$ cat config.mk
export PLATFORM = sky130hd
export DESIGN_NAME = bbd_out_queue
export DESIGN_NICKNAME = d
export VERILOG_FILES = /design/src/sv/bbd_pkg.sv /design/src/sv/bbd_out_queue.sv
export SDC_FILE = /design/constraint.sdc
export NUM_CORES = 1
export LEC_CHECK = 0
export ABC_AREA = 1
export BUFFER_PORTS_ARGS = -buffer_cell sky130_fd_sc_hd__buf_2
export CAP_MARGIN = 0
export CORE_MARGIN = 4
export CORE_UTILIZATION = 32
export DETAILED_ROUTE_END_ITERATION = 8
export GPL_TIMING_DRIVEN = 0
export PLACE_DENSITY = 0.57
export SLEW_MARGIN = 15
export SYNTH_ARGS = -nofsm -noshare
export SYNTH_HDL_FRONTEND = slang
export SYNTH_SLANG_ARGS = --single-unit
$ cat constraint.sdc
create_clock -name clk -period 1.8 [get_ports clk]
set_clock_uncertainty 0.05 [all_clocks]
set_input_delay 0.09 -clock clk [delete_from_list [all_inputs] [get_ports clk]]
set_output_delay 0.09 -clock clk [all_outputs]
set_load 0.005 [all_outputs]
$ cat src/sv/bbd_pkg.sv
package bbd_pkg;

  localparam int MAX_LINE_DEF = 1024;
  localparam int PIX_W        = 8;
  // Wide enough for every position, size and window edge compare.
  localparam int EXT_W        = 13;
  localparam int CFG_IDX_W    = 3;
  localparam int CFG_DATA_W   = 12;

  localparam int SW_W = 11;
  localparam int SH_W = 12;
  localparam int XO_W = 10;
  localparam int YO_W = 12;
  localparam int CW_W = 11;
  localparam int CH_W = 12;

  localparam logic [SW_W-1:0] SW_RST = SW_W'(640);
  localparam logic [SH_W-1:0] SH_RST = SH_W'(480);
  localparam logic [XO_W-1:0] XO_RST = '0;
  localparam logic [YO_W-1:0] YO_RST = '0;
  localparam logic [CW_W-1:0] CW_RST = CW_W'(640);
  localparam logic [CH_W-1:0] CH_RST = CH_W'(480);

  typedef enum logic [CFG_IDX_W-1:0] {
    REG_SRC_WIDTH  = 3'd0,
    REG_SRC_HEIGHT = 3'd1,
    REG_CROP_X     = 3'd2,
    REG_CROP_Y     = 3'd3,
    REG_CROP_W     = 3'd4,
    REG_CROP_H     = 3'd5
  } cfg_reg_t;

  // Per-request control that travels with a pixel into the interpolation stage.
  typedef struct packed {
    logic produce;
    logic left_edge;
    logic right_edge;
    logic top_edge;
    logic bot_edge;
    logic cx_odd;
    logic cy_odd;
    logic last;
  } pix_info_t;

  typedef struct packed {
    logic [PIX_W-1:0] red;
    logic [PIX_W-1:0] green;
    logic [PIX_W-1:0] blue;
    logic             last;
  } rgb_t;

endpackage

$ cat src/sv/bbd_out_queue.sv
module bbd_out_queue (
  input  logic          clk,
  input  logic          rst_n,
  input  logic          push,
  input  bbd_pkg::rgb_t push_data,
  input  logic          pop,
  output logic          head_valid,
  output bbd_pkg::rgb_t head_data,
  output logic [1:0]    count
);

  bbd_pkg::rgb_t entry_r [2];
  logic          wr_ptr_r, rd_ptr_r;
  logic [1:0]    cnt_r;

  always_ff @(posedge clk) begin
    if (push) begin
      entry_r[wr_ptr_r] <= push_data;
    end
  end

  always_ff @(posedge clk) begin
    if (!rst_n) begin
      wr_ptr_r <= 1'b0;
      rd_ptr_r <= 1'b0;
      cnt_r    <= '0;
    end else begin
      if (push) begin
        wr_ptr_r <= ~wr_ptr_r;
      end
      if (pop) begin
        rd_ptr_r <= ~rd_ptr_r;
      end
      cnt_r <= cnt_r + 2'(push) - 2'(pop);
    end
  end

  assign head_valid = (cnt_r != 2'd0);
  assign head_data  = entry_r[rd_ptr_r];
  assign count      = cnt_r;

endmodule

==> reports/summary.txt, run 1 <==
Clk pwr share -> 26.3%
Final nets -> 230
Final Max Slew Viols -> 0
Crit path arrival time -> 1.36 ns
cell row count -> 29
Rel. slew slack -> 50.5%
measured slew at the worst slew-check pin -> 0.741 ns
total power -> 2.50 mW
Die Span Y -> 89.6 µm
non-filler cells, final -> 277
Mapped Area -> 2130 µm²
CP Capture Type -> primary output
Post-route DRC -> 0
total track usage -> 9.26%
H-Tree Depth -> 2
Worst path slowest cell -> dfxtp_1
switching power -> 0.548 mW
Post-Synthesis Cells -> 110
Port Buf Inserts -> 56
clock sinks -> 55
Tcrit/Tclk final -> 83.4%
Worst Hold Class -> input port to flip-flop
CTS Root Cell -> clkbuf_8
PD cells -> 872 nW/µm²
Fin. Hold Viols -> 0
Core Region -> 6420 µm²
worst path cell trace -> buf_6 > buf_12 > mux2_4 > buf_2
Reg power frac -> 59.8%
largest net degree at the start of global routing -> 26
CTS tree -> done
Leakage Power -> 1.17 nW
TritonCTS buffer count -> 5
Die X -> 89.6 µm
CP Class -> flip-flop to primary output
Sw Ratio -> 21.9%
CP peak stage delay -> 0.33 ns
CP startpoint kind -> flip-flop
n_diodes -> 0
Yosys warnings -> 0
Layout area overhead -> 34.5%
Clock Latency Late Sink -> 0.30 ns
Yosys cell types -> 12
synthesized area per cell -> 19.4 µm²
commonest non-fill, non-tap cells in the layout -> 56 x buf_2, 50 x edfxtp_1, 26 x dlygate4sd3_1
first-pass GRT wire length -> 5460 µm
area post-placement -> 2510 µm²
Initial Utilization -> 33.2%
via count -> 1183
Post-Route WL -> 3680 µm
commonest non-fill, non-tap cell in the layout -> buf_2
vias in the first global route -> 1223
internal power -> 1.95 mW
I/O Pins -> 57
ANT nets after route -> 0
Clk pin slew, worst setup/hold paths -> 0.09 ns
Min Clock Period, post-route -> 1.50 ns
flops & latches, synth -> 55
post-synthesis sequential area ratio -> 75.2%
RSZ-0062 raised after global routing -> no
syn_nets -> 141
drt first pass iters -> 3
Fin Hold WS -> 0.0140 ns
worst endpoint required time -> 1.66 ns
DPL Wire Length -> 2440 µm
Post-Place Cells -> 243
CP Max Fanout -> 10
Routability Congestion -> 0.646
DRT iter0 DRCs -> 17
antenna violations before repair -> 0
Vias/cell -> 4.27
final setup vio count -> 0
total grt overflow -> 0
VDD IR-drop max -> 0.374 mV
combinational share of power -> 14.0%
Max-Cap Viols -> 0
fin area -> 2870 µm²
DIE AREA -> 8030 µm²
fraction of layout cells with a size suffix above 1 -> 47.0%
Achievable Freq -> 0.666 GHz
WL/cell -> 13.3 µm
Clock Path Buffers -> 2
outcome -> finished clean
[synthesized netlist by cell type (all sizes together)]
| library cell | n | area, µm² |
|---|---|---|
| a21oi | 1 | 5.00 |
| ha | 2 | 25.0 |
| nand3 | 1 | 5.00 |
| nand2 | 9 | 33.8 |
| mux2 | 25 | 357 |
| inv | 7 | 26.3 |
| edfxtp | 50 | 1500 |
| nor2 | 7 | 26.3 |
| dfxtp | 5 | 100 |
| buf | 3 | 51.3 |
[power by group through the flow]
| stage | sequential, mW | combinational, mW | clock, mW |
|---|---|---|---|
| floorplan | 1.52 | 0.183 | 0 |
| global placement | 1.52 | 0.304 | 0 |
| detailed placement | 1.52 | 0.313 | 0 |
| CTS | 1.50 | 0.358 | 0.697 |
| global route | 1.50 | 0.390 | 0.744 |
| finish | 1.49 | 0.349 | 0.656 |
[final cells by class]
cell class | count | area (µm²)
buffer | 3 | 51.3
clock buffer | 5 | 68.8
clock inverter | 3 | 18.8
fill | 593 | 3560
inverter | 7 | 30.0
multi-input combinational | 45 | 459
sequential | 55 | 1600
tap | 77 | 96.3
timing repair buffer | 82 | 541
[worst max-delay path, delay by kind of cell, from the launching register on]
family / cells / cell delay (ns)
flops: 1 / 0.33
buf+inv: 3 / 0.42
mux: 1 / 0.30
[per-layer routing]
layer | vias up | wire, µm | track usage (%)
li1 | 580 | - | -
met1 | 561 | 1450 | 9.94
met2 | 37 | 1940 | 16.8
met3 | 5 | 211 | 2.74
met4 | 0 | 71 | 4.06
met5 | - | 0 | 0
[sequential cells by signal, summed over array words and instances, names as in the netlist, named ones only]
signal / count
rd_ptr_r: 1
count: 2
entry_r: 50
wr_ptr_r: 1
[metrics by stage]
step	setup slack (ns)	util [%]	setup TNS, ns
5_1_grt	0.187	44.6	0
3_5_place_dp	0.0836	39.2	0
6_report	0.298	44.6	0
2_1_floorplan	0.358	-	0
4_1_cts	0.0335	44.6	0
3_3_place_gp	-0.0124	39.1	-0.274
[timing repair]
item / CTS / global route
gates resized for setup: 0 / 1
hold endpoints to repair: 53 / 0
hold buffers: 26 / 0
buffers inserted: 0 / 0
endpoints found under the setup margin: 0 / 25
[final timing paths]
kind | slack (ns) | end | cells past startpoint | from
setup / recovery | 0.30 | head_data[4] | 4 | flip-flop
setup reg to reg | 0.32 | entry_r[1][23]$_DFFE_PP_ | 2 | wr_ptr_r$_SDFFE_PN0P_
hold reg to reg | 0.45 | flip-flop | 2 | rd_ptr_r$_SDFFE_PN0P_
hold / removal | 0.01 | wr_ptr_r$_SDFFE_PN0P_ | 3 | push
[logic make-up (layout without fill, tap and decap cells)]
logic type / count (synthesis) / after routing / synth area share [%]
adders and majority gates: 2 / 2 / 1.17
AOI/OAI and AO/OA: 1 / 1 / 0.235
and+or+nand+nor: 17 / 17 / 3.05
DFF: 55 / 55 / 75.2
muxes: 25 / 25 / 16.7
buffers and inverters: 10 / 100 / 3.64
No activity file was read; power rests on OpenSTA's default activity.
==> run 2, diff against run 1 <==
==> constraint.sdc (replaced) <==
create_clock -name clk -period 1.3 [get_ports clk]
set_clock_uncertainty 0.05 [all_clocks]
set_input_delay 0.065 -clock clk [delete_from_list [all_inputs] [get_ports clk]]
set_output_delay 0.065 -clock clk [all_outputs]
set_load 0.005 [all_outputs]
==> run 2 against run 1 <==
The flow now finishes with violations (negative setup slack); critical path depth did not move; clock-buffer cell count unchanged; routed wire length up 9.0%; non-clock buffer count increased by 4; hold slack improved by 0.0018 ns; sequential share of layout area is 5.3 points lower; critical endpoint is now head_data[19]; largest power group unchanged.
==> reports/summary.txt, run 2 (synthesis gave the netlist of run 1 again) <==
CP peak stage delay -> 0.33 ns (about the same)
largest net degree at the start of global routing -> 18 (-31%)
R2R depth -> 8 (+6)
total track usage -> 10.5% (+1.2 points)
Post-Route WL -> 4010 µm (+9.0%)
reg2reg end -> count[1]$_SDFF_PN0_
worst endpoint required time -> 1.19 ns (-0.47 ns)
Fin. Hold Viols -> 0 (unchanged)
TritonCTS buffer count -> 5 (unchanged)
Register Area -> 1610 µm² (+0.23%)
fraction of layout cells with a size suffix above 1 -> 54.9% (+7.9 points)
non-filler cells, final -> 283 (+2.2%)
Clock Latency Late Sink -> 0.30 ns (about the same)
PD cells -> 1210 nW/µm² (+38%)
ANT nets after route -> 0 (unchanged)
outcome -> complete, but fails checks
Sw Ratio -> 21.2% (-0.76 points)
CTS Root Cell -> clkbuf_8
first-pass GRT wire length -> 6090 µm (+12%)
DRT iter0 DRCs -> 45 (+28)
drt first pass iters -> 4 (+1)
Initial Utilization -> 33.2% (unchanged)
Die X -> 89.6 µm (unchanged)
fill count -> 551 (-7.1%)
commonest non-fill, non-tap cells in the layout -> 50 x edfxtp_1, 31 x buf_2, 26 x buf_6, 26 x dlygate4sd3_1, 25 x mux2_4
Die Span Y -> 89.6 µm (unchanged)
switching power -> 0.810 mW (+48%)
Crit path arrival time -> 1.34 ns (-0.02 ns)
commonest non-fill, non-tap cell in the layout -> edfxtp_1
Routability Congestion -> 0.618 (-4.4%)
VDD IR-drop max -> 0.480 mV (+28%)
Min Clock Period, post-route -> 1.45 ns
CP Max Fanout -> 10 (unchanged)
final setup vio count -> 25 (+25)
Critical path buffers and inverters -> 3 (unchanged)
cell row count -> 29 (unchanged)
Max-Cap Viols -> 0 (unchanged)
Crit path max-delay family -> buffers and inverters
Clk pwr share -> 28.7% (+2.4 points)
Biggest register -> entry_r
Post-route DRC -> 0 (unchanged)
Achievable Freq -> 0.689 GHz
H-Tree Depth -> 2 (unchanged)
Tcrit/Tclk final -> 112%
most common cell type on the critical path -> buf_6
Hold Path Cell Cnt -> 3 (unchanged)
antenna violations before repair -> 0 (unchanged)
clock sinks -> 55 (unchanged)
failing checks -> negative setup slack
n_diodes -> 0 (unchanged)
Vias/cell -> 4.29 (+0.36%)
RSZ-0062 raised after global routing -> yes
WL/cell -> 14.2 µm (+6.7%)
area of the multi-input gates -> 531 µm² (+16%)
Layout area overhead -> 48.9%
Clk pin slew, worst setup/hold paths -> 0.09 ns (about the same)
Fin Hold WS -> 0.0158 ns (+0.00179 ns)
Clock Path Buffers -> 2 (unchanged)
hold path start -> pop
vias in the first global route -> 1272 (+4.0%)
CTS tree -> done
total grt overflow -> 0 (unchanged)
DPL Wire Length -> 2560 µm (+5.0%)
I/O Pins -> 57 (unchanged)
Final nets -> 236 (+2.6%)
Rel. slew slack -> 73.5% (+23 points)
Core Region -> 6420 µm² (unchanged)
Post-Place Cells -> 243 (unchanged)
Final Max Slew Viols -> 0 (unchanged)
CP startpoint kind -> flip-flop
worst path cell trace -> buf_6 > buf_12 > mux2_4 > buf_6
measured slew at the worst slew-check pin -> 0.396 ns (-0.345 ns)
combinational share of power -> 17.1% (+3.1 points)
CP Capture Type -> primary output
Reg power frac -> 54.2% (-5.6 points)
CP Class -> flip-flop to primary output
via count -> 1213 (+2.5%)
Port Buf Inserts -> 56 (unchanged)
Worst path slowest cell -> dfxtp_2
Leakage Power -> 1.28 nW (+9.5%)
Min-Delay Endpoint -> rd_ptr_r$_SDFFE_PN0P_
internal power -> 3.02 mW (+55%)
R2R Setup Slk -> 0.02 ns (-0.30 ns)
Post-Place Setup Slack -> -0.173 ns (-0.256 ns)
worst r2r src -> count[0]$_SDFF_PN0_
Worst Hold Class -> input port to flip-flop
DIE AREA -> 8030 µm² (unchanged)
max reg flops -> 50 (unchanged)
slack of the critical path -> -0.152 ns (-0.450 ns)
-- run 2: cell types whose count changed in the layout (fill, tap and decap cells not counted), sizes merged --
cell	before	now
buf	59	63
bufinv	0	1
inv	7	6
clkinvlp	1	2
nor2	7	8
-- run 2: through the flow --
stage               util (%)  instance area, µm²  power, mW  setup TNS, ns
global route            49.4                3170       4.01          -4.58
global placement        39.2                2520       2.52          -5.65
CTS                     49.2                3160       3.87          -3.79
finish                  49.4                3170       3.83          -3.43
floorplan                  -                2140       2.36              0
detailed placement      39.2                2520       2.55          -6.67
-- run 2: power groups by stage --
stage	logic (mW)	clock network, mW	registers (mW)
floorplan	0.256	0	2.10
global route	0.712	1.21	2.09
detailed placement	0.440	0	2.11
global placement	0.421	0	2.10
CTS	0.660	1.13	2.08
finish	0.655	1.10	2.08
-- run 2: how the worst max path moves through the flow --
stage	start	to	slack [ns]	cells past startpoint
after floorplan	count[0]$_SDFF_PN0_	count[1]$_SDFF_PN0_	0.04	8
after global placement	wr_ptr_r$_SDFFE_PN0P_	entry_r[1][7]$_DFFE_PP_	-0.14	2
after detailed placement	wr_ptr_r$_SDFFE_PN0P_	entry_r[1][9]$_DFFE_PP_	-0.17	2
after CTS	flip-flop	head_data[19]	-0.17	4
after global routing	flip-flop	head_data[21]	-0.20	4
final	flip-flop	head_data[19]	-0.15	4
-- run 2: cell type report --
type / count / area share [%]
Clock inverter: 3 / 1.38
Buffer: 3 / 1.62
Sequential cell: 55 / 50.6
Inverter: 7 / 0.946
Tap cell: 77 / 3.04
Timing Repair inverter: 1 / 0.237
Clock buffer: 5 / 2.17
Multi-Input combinational cell: 46 / 16.7
Timing Repair Buffer: 86 / 23.3
-- run 2: what timing repair did --
item / 4_1_cts / 5_1_grt
endpoints found under the setup margin: 76 / 26
hold buffers: 26 / 0
gates cloned: 2 / 0
hold endpoints to repair: 55 / 0
buffers inserted: 4 / 0
gates resized for setup: 44 / 2
pin swaps: 5 / 1
-- run 2: tightest hold or removal path, stage by stage --
cell and delay (ns):
buf_2 0.12, nor2_1 0.06, nor2_1 0.09
-- run 2: routing by layer --
| layer | global-route usage, % | part of all wire (%) | vias up |
|---|---|---|---|
| met3 | 3.28 | 5.0 | 6 |
| met1 | 11.4 | 40 | 577 |
| met5 | 0 | 0 | - |
| li1 | - | - | 591 |
| met2 | 19.1 | 53 | 39 |
| met4 | 3.65 | 1.3 | 0 |
