`src/sv/bbd_pkg.sv`:
```
package bbd_pkg;

  localparam int MAX_LINE_DEF = 1024;
  localparam int PIX_W        = 8;
  // Wide enough for every position, size and window edge compare.
  localparam int EXT_W        = 13;
  localparam int CFG_IDX_W    = 3;
  localparam int CFG_DATA_W   = 12;

  localparam int SW_W = 11;
  localparam int SH_W = 12;
  localparam int XO_W = 10;
  localparam int YO_W = 12;
  localparam int CW_W = 11;
  localparam int CH_W = 12;

  localparam logic [SW_W-1:0] SW_RST = SW_W'(640);
  localparam logic [SH_W-1:0] SH_RST = SH_W'(480);
  localparam logic [XO_W-1:0] XO_RST = '0;
  localparam logic [YO_W-1:0] YO_RST = '0;
  localparam logic [CW_W-1:0] CW_RST = CW_W'(640);
  localparam logic [CH_W-1:0] CH_RST = CH_W'(480);

  typedef enum logic [CFG_IDX_W-1:0] {
    REG_SRC_WIDTH  = 3'd0,
    REG_SRC_HEIGHT = 3'd1,
    REG_CROP_X     = 3'd2,
    REG_CROP_Y     = 3'd3,
    REG_CROP_W     = 3'd4,
    REG_CROP_H     = 3'd5
  } cfg_reg_t;

  // Per-request control that travels with a pixel into the interpolation stage.
  typedef struct packed {
    logic produce;
    logic left_edge;
    logic right_edge;
    logic top_edge;
    logic bot_edge;
    logic cx_odd;
    logic cy_odd;
    logic last;
  } pix_info_t;

  typedef struct packed {
    logic [PIX_W-1:0] red;
    logic [PIX_W-1:0] green;
    logic [PIX_W-1:0] blue;
    logic             last;
  } rgb_t;

endpackage

```
`src/sv/bbd_pixel_calc.sv`:
```
module bbd_pixel_calc (
  input  logic                        clk,
  input  logic                        rst_n,
  input  logic                        valid,
  input  bbd_pkg::pix_info_t          info,
  input  logic [bbd_pkg::PIX_W-1:0]   pix_above,
  input  logic [bbd_pkg::PIX_W-1:0]   pix_middle,
  input  logic [bbd_pkg::PIX_W-1:0]   pix_new,
  output logic                        res_valid,
  output bbd_pkg::rgb_t               res
);

  localparam int PW = bbd_pkg::PIX_W;
  localparam int SW = PW + 2;

  logic [PW-1:0] win_r [3][3];
  logic [PW-1:0] new_col [3];
  logic [PW-1:0] lcol [3];
  logic [PW-1:0] ccol [3];
  logic [PW-1:0] rcol [3];
  logic [PW-1:0] ctr, lf, rg, up, dn, lt, rt, lb, rb;
  logic [SW-1:0] diag_sum, orth_sum;
  logic [SW-1:0] ud_sum, lr_sum;
  logic [PW-1:0] diag, orth, ud, lr;

  assign new_col[0] = pix_above;
  assign new_col[1] = pix_middle;
  assign new_col[2] = pix_new;

  // Window column 2 is the pixel's own column; the left and right neighbors
  // fold back onto it at the frame edge.
  always_comb begin
    for (int i = 0; i < 3; i++) begin
      ccol[i] = win_r[i][2];
      lcol[i] = info.left_edge ? win_r[i][2] : win_r[i][1];
      rcol[i] = info.right_edge ? win_r[i][2] : new_col[i];
    end
  end

  always_comb begin
    ctr = ccol[1];
    lf  = lcol[1];
    rg  = rcol[1];
    up  = info.top_edge ? ccol[1] : ccol[0];
    dn  = info.bot_edge ? ccol[1] : ccol[2];
    lt  = info.top_edge ? lcol[1] : lcol[0];
    rt  = info.top_edge ? rcol[1] : rcol[0];
    lb  = info.bot_edge ? lcol[1] : lcol[2];
    rb  = info.bot_edge ? rcol[1] : rcol[2];
    diag_sum = SW'(lt) + SW'(rt) + SW'(lb) + SW'(rb);
    orth_sum = SW'(lf) + SW'(rg) + SW'(up) + SW'(dn);
    ud_sum   = SW'(up) + SW'(dn);
    lr_sum   = SW'(lf) + SW'(rg);
    diag     = diag_sum[SW-1:2];
    orth     = orth_sum[SW-1:2];
    ud       = ud_sum[PW:1];
    lr       = lr_sum[PW:1];
  end

  always_comb begin
    res.last = info.last;
    case ({info.cy_odd, info.cx_odd})
      2'b00: begin
        res.red = diag; res.green = orth; res.blue = ctr;
      end
      2'b01: begin
        res.red = ud; res.green = ctr; res.blue = lr;
      end
      2'b10: begin
        res.red = lr; res.green = ctr; res.blue = ud;
      end
      default: begin
        res.red = ctr; res.green = orth; res.blue = diag;
      end
    endcase
  end

  assign res_valid = valid && info.produce;

  always_ff @(posedge clk) begin
    if (!rst_n) begin
      for (int i = 0; i < 3; i++) begin
        for (int j = 0; j < 3; j++) begin
          win_r[i][j] <= '0;
        end
      end
    end else if (valid) begin
      for (int i = 0; i < 3; i++) begin
        win_r[i][0] <= win_r[i][1];
        win_r[i][1] <= win_r[i][2];
        win_r[i][2] <= new_col[i];
      end
    end
  end

endmodule

```
`config.mk`:
```
export PLATFORM = sky130hd
export DESIGN_NAME = bbd_pixel_calc
export DESIGN_NICKNAME = d
export VERILOG_FILES = /design/src/sv/bbd_pkg.sv /design/src/sv/bbd_pixel_calc.sv
export SDC_FILE = /design/constraint.sdc
export NUM_CORES = 1
export LEC_CHECK = 0
export ABC_CLOCK_PERIOD_IN_PS = 5300
export BUFFER_PORTS_ARGS = -buffer_cell sky130_fd_sc_hd__buf_2
export CORE_AREA = 10 10 107 109
export DETAILED_ROUTE_END_ITERATION = 7
export DIE_AREA = 0 0 117 119
export GPL_ROUTABILITY_DRIVEN = 0
export HOLD_SLACK_MARGIN = 0.15
export PLACE_DENSITY = 0.75
export SLEW_MARGIN = 25
export SYNTH_ARGS = -nofsm -noshare
export SYNTH_HDL_FRONTEND = slang
export SYNTH_SLANG_ARGS = --single-unit
export TNS_END_PERCENT = 1
```
`constraint.sdc`:
```
create_clock -name clk -period 5.3 [get_ports clk]
set_input_delay 0 -clock clk [delete_from_list [all_inputs] [get_ports clk]]
set_output_delay 0 -clock clk [all_outputs]
set_load 0.1 [all_outputs]
```
==> summary.md, run 1 <==
| Metric | Value |
|---|---|
| TritonCTS clock tree | `done` |
| Global route hottest layer | `met2` |
| Tmin final | `4.76 ns` |
| Register area share after synthesis | `0.286` |
| CP max stage delay | `0.52 ns` |
| Post-route cell area | `0.00570 mm^2` |
| Post-route DRC | `0` |
| Crit path kind | `register to primary output` |
| Seq cells post-synth | `48` |
| Logic gate share of total power | `0.729` |
| Post-synthesis mux area share | `0.199` |
| Hold WC Path Type | `input pin to register` |
| Final Hold Fails | `0` |
| FF-to-FF path depth | `1` |
| Max clock buf depth | `2` |
| Status | `finished clean` |
| Synth top cells by count | `and3_1 (48), edfxtp_1 (48), a21oi_1 (46), inv_1 (44), nor2_1 (43)` |
| Fmax | `210 MHz` |
| Hold Slack | `0.466 ns` |
| Largest family of logic cells by synthesized area | `multiplexers` |
| Number of core rows | `36` |
| Top Registers | `win_r: 48 flops` |
| Post-Synth Simple-Gate Area | `0.141` |
| Die Area | `0.0139 mm^2` |
| Reg power frac | `0.188` |
| Drt first pass iters | `5` |
| Worst path slowest cell | `edfxtp_1` |
| Net Sw Frac | `0.578` |
| Post-synthesis async set-or-reset flop share | `0` |
| Total wire length | `12200 um` |
| Initial Util | `0.533` |
| Layout cells sized above 1 | `0.191` |
| Netlist cell types | `47` |
| Nets | `654` |
| Peak VDD IR | `0.000450 V` |
| Syn Area/Cell | `10.0 um^2` |
| Maximum number of pins on one net before global-route repair | `51` |
| Clock sink count | `48` |
| CP endpoint | `res[15]` |
| Met2 Use GR | `0.280` |
| RSZ-0062 raised after global routing | `no` |
| CP max FO | `8` |
| DR iter-0 viols | `247` |
| CTS Buf Count | `5` |
| Io pins | `61` |
| Met1 GRT Util | `0.249` |
| Port Buffers | `58` |
| Global route overflow | `0` |
| Vias post-DR | `4016` |
| Synth Area in Compound Gates | `0.0941` |
| Clock power share | `0.083` |
| Worst Tran Pin Value | `0.983 ns` |
| Crit end category | `primary output` |
| Area leader, netlist | `edfxtp_1` |
| CP Launch Type | `register` |
| Crit path launch | `win_r[0][24]` |
| Synthesis-to-layout area growth | `13.1%` |
| Top cell type's share of synthesized area | `0.286` |
| Antenna viol nets, final | `0` |
| Clock root buffer | `clkbuf_8` |
| Wirelength per Cell | `17.9 um` |
| Fin Clk Skew | `0.00668 ns` |
| Vias per cell | `5.91` |
| Mapped cell area | `0.00504 mm^2` |
| Post-synth EDFFs | `48` |
| Pleak | `2.74 nW` |
| Sw Pwr | `1.46 mW` |
| Clock latency at the later pin of the worst-skew pair | `0.31 ns` |
| Setup Viol. Count Final | `0` |
| Crit path buffers/inverters | `3` |
| Fillers | `806` |
| Synth Flop Type | `edfxtp_1` |
| Cell Pwr Density | `444 mW/mm^2` |
| Tot GR Track Use | `0.176` |
| M3 GR Usage | `0.0201` |
| Critical path depth in cells | `16` |
| Post-Syn Nets | `593` |
| Max Cap Viol | `0` |
| Flop2flop setup slack | `4.30 ns` |
| WP data required | `5.30 ns` |
| Reg2reg start | `win_r[0][26]` |
| Xor/xnor cell area share of the yosys netlist | `0.0435` |
| RR Endpoint | `win_r[0][34]` |
| Tcrit/Tclk final | `0.898` |
| Pins Over Slew Limit | `0` |
| Normalized max-slew margin | `0.343` |
| Initial antenna violation count | `1` |
| Yosys warnings | `0` |
| Cells after synthesis | `502` |
| Int Power | `1.07 mW` |
| Critical path cell sequence | `mux2_2 -> ha_1 -> fa_1 -> a21o_1 -> a21oi_1 -> o21ai_0 -> nor2_1 -> xnor2_1 -> inv_1 -> fa_1 -> inv_1 -> ha_1 -> nand2_1 -> or4_1 -> nand3_1 -> buf_2` |
| Synth area leaders | `edfxtp_1 (29%), fa_1 (10%), mux2i_1 (8.3%)` |
| First-pass GRT wire length | `20100 um` |
| Min-delay src | `valid` |
| CP top delay family | `adder cells` |
| Adder-Cell Fraction of Synth Area | `0.178` |
| Largest register FFs | `48` |
| Die W | `117 um` |
| Most flops, register | `win_r` |
| Height of the die | `119 um` |
| Tot Pwr | `2.53 mW` |
| HPWL Detailed | `9390 um` |
| Core area | `0.00946 mm^2` |
| Clock-pin slew on the worst setup and hold paths | `0.09 ns` |
| Dpl cell area | `0.00537 mm^2` |
| Crit path arrival time | `4.76 ns` |
| Vias in the first global route | `4000` |
| H-Tree Depth | `2` |
## cells by family (layout without fill, tap and decap cells)
kind of cell / after synthesis / after routing
and+or+nand+nor: 140 / 140
AOI/OAI and AO/OA: 79 / 79
DFF: 48 / 48
xor gates and xnor gates: 25 / 25
buffers and inverters: 75 / 137
other: 0 / 1
adders and majority gates: 56 / 56
muxes: 79 / 79
## metal layers
metal / share of wire / vias to the layer above
li1: - / 1922
met1: 0.46 / 1968
met2: 0.47 / 116
met3: 0.054 / 10
met4: 0.011 / 0
met5: 0 / -
## cell type report
type,instances,area (um^2),share of cell area
diodes,1,2.50,0.000439
clock buffers,7,76.3,0.0134
clock inverters,1,3.75,0.000659
inverters,44,165,0.0290
multi-input cells,379,3310,0.581
flip-flops and latches,48,1440,0.253
well taps,114,143,0.0250
repair buffers,85,556,0.0975
## through the flow
| stage | worst slack (ns) | setup TNS [ns] | utilization | instances |
|---|---|---|---|---|
| 3_5_place_dp | 0.897 | 0 | 0.567 | 645 |
| 4_1_cts | 0.551 | 0 | 0.602 | 678 |
| 2_1_floorplan | -0.0455 | -0.0455 | - | 502 |
| 6_report | 0.542 | 0 | 0.602 | 679 |
| 3_3_place_gp | 1.06 | 0 | 0.567 | 645 |
| 5_1_grt | 0.291 | 0 | 0.602 | 679 |
## power groups by stage
stage | Combinational, mW | Sequential, mW | Clock (mW)
6_report | 1.84 | 0.476 | 0.211
5_1_grt | 1.97 | 0.481 | 0.230
4_1_cts | 1.84 | 0.476 | 0.216
3_5_place_dp | 1.82 | 0.485 | 0
3_3_place_gp | 1.77 | 0.482 | 0
2_1_floorplan | 1.53 | 0.472 | 0
## what timing repair did
item / CTS / global route
endpoints found under the hold margin: 25 / 0
buffers inserted: 0 / 0
gates resized for setup: 0 / 0
hold buffers: 25 / 0
## worst min-delay path by stage
| stage | endpoint | slack, ns | cells after the start |
|---|---|---|---|
| CTS | win_r[0][0] | 0.45 | 2 |
| floorplan | res[0] | 0.21 | 1 |
| global placement | res[0] | 0.003 | 0 |
| finish | win_r[0][0] | 0.47 | 2 |
| detailed placement | res[0] | 0.003 | 0 |
| global route | win_r[0][57] | 0.49 | 2 |
## placed cells by master, fill, tap and decap left out, types with 3 or more instances in the layout
| master | n |
|---|---|
| mux2_2 | 21 |
| nor2b_1 | 3 |
| fa_1 | 26 |
| a21o_1 | 4 |
| inv_1 | 44 |
| mux4_2 | 14 |
| a21oi_1 | 46 |
| edfxtp_1 | 48 |
| ha_1 | 30 |
| xor2_1 | 11 |
| buf_2 | 58 |
| nand2_1 | 20 |
| o21ai_0 | 9 |
| nand3_1 | 4 |
| xnor2_1 | 14 |
| clkbuf_8 | 5 |
| dlygate4sd3_1 | 25 |
| nor2_1 | 43 |
| nor3_1 | 8 |
| mux2i_1 | 42 |
| nand2b_1 | 3 |
| and3_1 | 48 |
| o211ai_1 | 4 |
Note: power is estimated with default switching activity, not from simulation.
==> run 2: changes to the inputs <==
--- a/config.mk
+++ b/config.mk
@@ -7,2 +7,3 @@
 export LEC_CHECK = 0
+export ABC_AREA = 0
 export ABC_CLOCK_PERIOD_IN_PS = 5300
@@ -13,2 +14,3 @@
 export GPL_ROUTABILITY_DRIVEN = 0
+export GPL_TIMING_DRIVEN = 0
 export HOLD_SLACK_MARGIN = 0.15
--- a/constraint.sdc
+++ b/constraint.sdc
@@ -3,2 +3,2 @@
 set_output_delay 0 -clock clk [all_outputs]
-set_load 0.1 [all_outputs]
+set_load 0.01 [all_outputs]
==> run 2 against run 1 <==
Net effect:
- power down 23%
- clock power increased by 52%
- combinational power fell by 37%
- register-to-register slack improved by 0.02 ns
- count of clock-buffer cells in the layout down 2
- via count is 5.1% higher
- worst hold slack worse by 0.28 ns
- non-clock buffer count rose by 24
- maximum frequency rose by 5.4%
- final cell count increased by 3.4%
- first-iteration DRC count grew 44%
- design area up 2.3%
==> summary.md, run 2 (same netlist as run 1, synthesis figures left out) <==
| Metric | Value |
|---|---|
| Global route overflow | `0` |
| Status | `finished clean` |
| CP max FO | `8` |
| Tot Pwr | `1.96 mW` |
| Total wire length | `13800 um` |
| Port Buffers | `54` |
| Clock latency at the later pin of the worst-skew pair | `0.31 ns` |
| Largest register FFs | `48` |
| Post_cts resized | `0` |
| Clock-pin slew on the worst setup and hold paths | `0.09 ns` |
| Post-Layout Cell Count | `702` |
| Post-placement cell count | `670` |
| WP data required | `5.30 ns` |
| Max clock buf depth | `2` |
| Fmax | `222 MHz` |
| Max Cap Viol | `0` |
| Crit path kind | `register to primary output` |
| Antenna viol nets, final | `0` |
| Drt first pass iters | `5` |
| Tot GR Track Use | `0.196` |
| H-Tree Depth | `2` |
| Die W | `117 um` |
| Core area | `0.00946 mm^2` |
| Fin Clk Skew | `0.00196 ns` |
| Clock root buffer | `clkbuf_8` |
| Final Hold Fails | `0` |
| DR iter-0 viols | `355` |
| Fillers | `795` |
| Io pins | `61` |
| Vias in the first global route | `4376` |
| Setup TNS | `0 ns` |
| TritonCTS clock tree | `done` |
| Cell Pwr Density | `336 mW/mm^2` |
| Number of core rows | `36` |
| Worst Tran Pin Value | `0.828 ns` |
| Vias post-DR | `4222` |
| Normalized max-slew margin | `0.448` |
| Commonest non-fill, non-tap cell in the layout | `buf_2` |
| Initial antenna violation count | `0` |
| Die Area | `0.0139 mm^2` |
| RSZ-0062 raised after global routing | `no` |
| Peak VDD IR | `0.000158 V` |
| Hold WC Path Type | `input pin to primary output` |
| HPWL Detailed | `10700 um` |
| Initial Util | `0.533` |
| Post-route DRC | `0` |
| Hold Slack | `0.187 ns` |
| First-pass GRT wire length | `21900 um` |
| Crit end category | `primary output` |
| Tmin final | `4.51 ns` |
| Most flops, register | `win_r` |
| Nets | `678` |
| Setup Viol. Count Final | `0` |
| Commonest cells after routing, fill and taps aside | `buf_2 (55), and3_1 (48), edfxtp_1 (48)` |
| Critical path cell sequence | `mux2_2 -> a21oi_1 -> fa_1 -> fa_1 -> nor3b_1 -> a22oi_2 -> fa_1 -> nor2b_1 -> o21a_1 -> o211ai_1 -> nand3b_1 -> xor2_1 -> mux4_2 -> buf_2` |
| Clock sink count | `48` |
| CP max stage delay | `0.52 ns` |
| Pins Over Slew Limit | `0` |
| Synthesis-to-layout area growth | `15.7%` |
| CP Launch Type | `register` |
| Crit path arrival time | `4.51 ns` |
| Layout cells sized above 1 | `0.182` |
| Wirelength per Cell | `19.6 um` |
| Maximum number of pins on one net before global-route repair | `49` |
| CTS Buf Count | `5` |
| Number of buffers added for setup after CTS | `0` |
| Height of the die | `119 um` |
| Worst path slowest cell | `edfxtp_1` |
| Top Registers | `win_r: 48 flops` |
| Tcrit/Tclk final | `0.851` |
| Hold-fix buffers, CTS | `24` |
| Crit-path most repeated cell | `fa_1` |
| Pleak | `2.79 nW` |
| Vias per cell | `6.01` |
==> run 2: changes by cell type in the layout (fill, tap and decap cells not counted), sizes merged <==
| cell | change |
|---|---|
| buf | +4 |
| bufinv | +2 |
| clkbuf | +19 |
| clkinv | -1 |
| dlygate4sd3 | -1 |
==> run 2: area by class of cell <==
class	instances	area [um^2]	share of cell area
Antenna cell	1	2.50	0.000429
Clock inverter	2	60.1	0.0103
Buffer	31	129	0.0221
Clock buffer	5	68.8	0.0118
Timing Repair Buffer	78	510	0.0876
Inverter	44	165	0.0283
Sequential cell	48	1440	0.247
Multi-Input combinational cell	379	3310	0.568
Tap cell	114	143	0.0245
==> run 2: metal layers <==
metal,wire length [um],vias to the layer above,track usage
met4,296,0,0.0649
met5,0,-,0
met2,6910,166,0.344
met3,876,24,0.0216
met1,5690,2063,0.244
li1,-,1969,-
==> run 2: stage by stage <==
stage / cell area (um^2) / utilization / setup WS [ns]
global route: 5830 / 0.616 / 0.498
CTS: 5830 / 0.616 / 0.839
finish: 5830 / 0.616 / 0.788
detailed placement: 5460 / 0.577 / 0.862
global placement: 5450 / 0.576 / 0.971
floorplan: 5040 / - / 1.57
==> run 2: worst paths after layout <==
kind	endpoint	slack (ns)	cells past startpoint	startpoint
min	res[0]	0.19	2	info[0]
max	res[6]	0.79	14	win_r[0][25]
min reg2reg	win_r[0][63]	0.68	1	win_r[0][55]
max reg2reg	win_r[0][38]	4.32	1	win_r[0][30]
==> run 2: critical path, delay by kind of cell (launching register included) <==
family | cells | cell delay, ns
flip-flops | 1 | 0.52
adder cells (fa/ha/maj) | 3 | 1.42
XOR/XNOR | 1 | 0.10
AO/OA/AOI/OAI | 4 | 0.62
AND/OR/NAND/NOR | 3 | 0.52
multiplexers | 2 | 0.86
buffers and inverters | 1 | 0.16
==> run 2: where the power goes <==
part	internal [mW]	total [mW]	switching, mW	leakage (nW)
clock	0.186	0.320	0.134	0.0642
combinational	0.531	1.16	0.632	2.20
sequential	0.449	0.479	0.0297	0.524
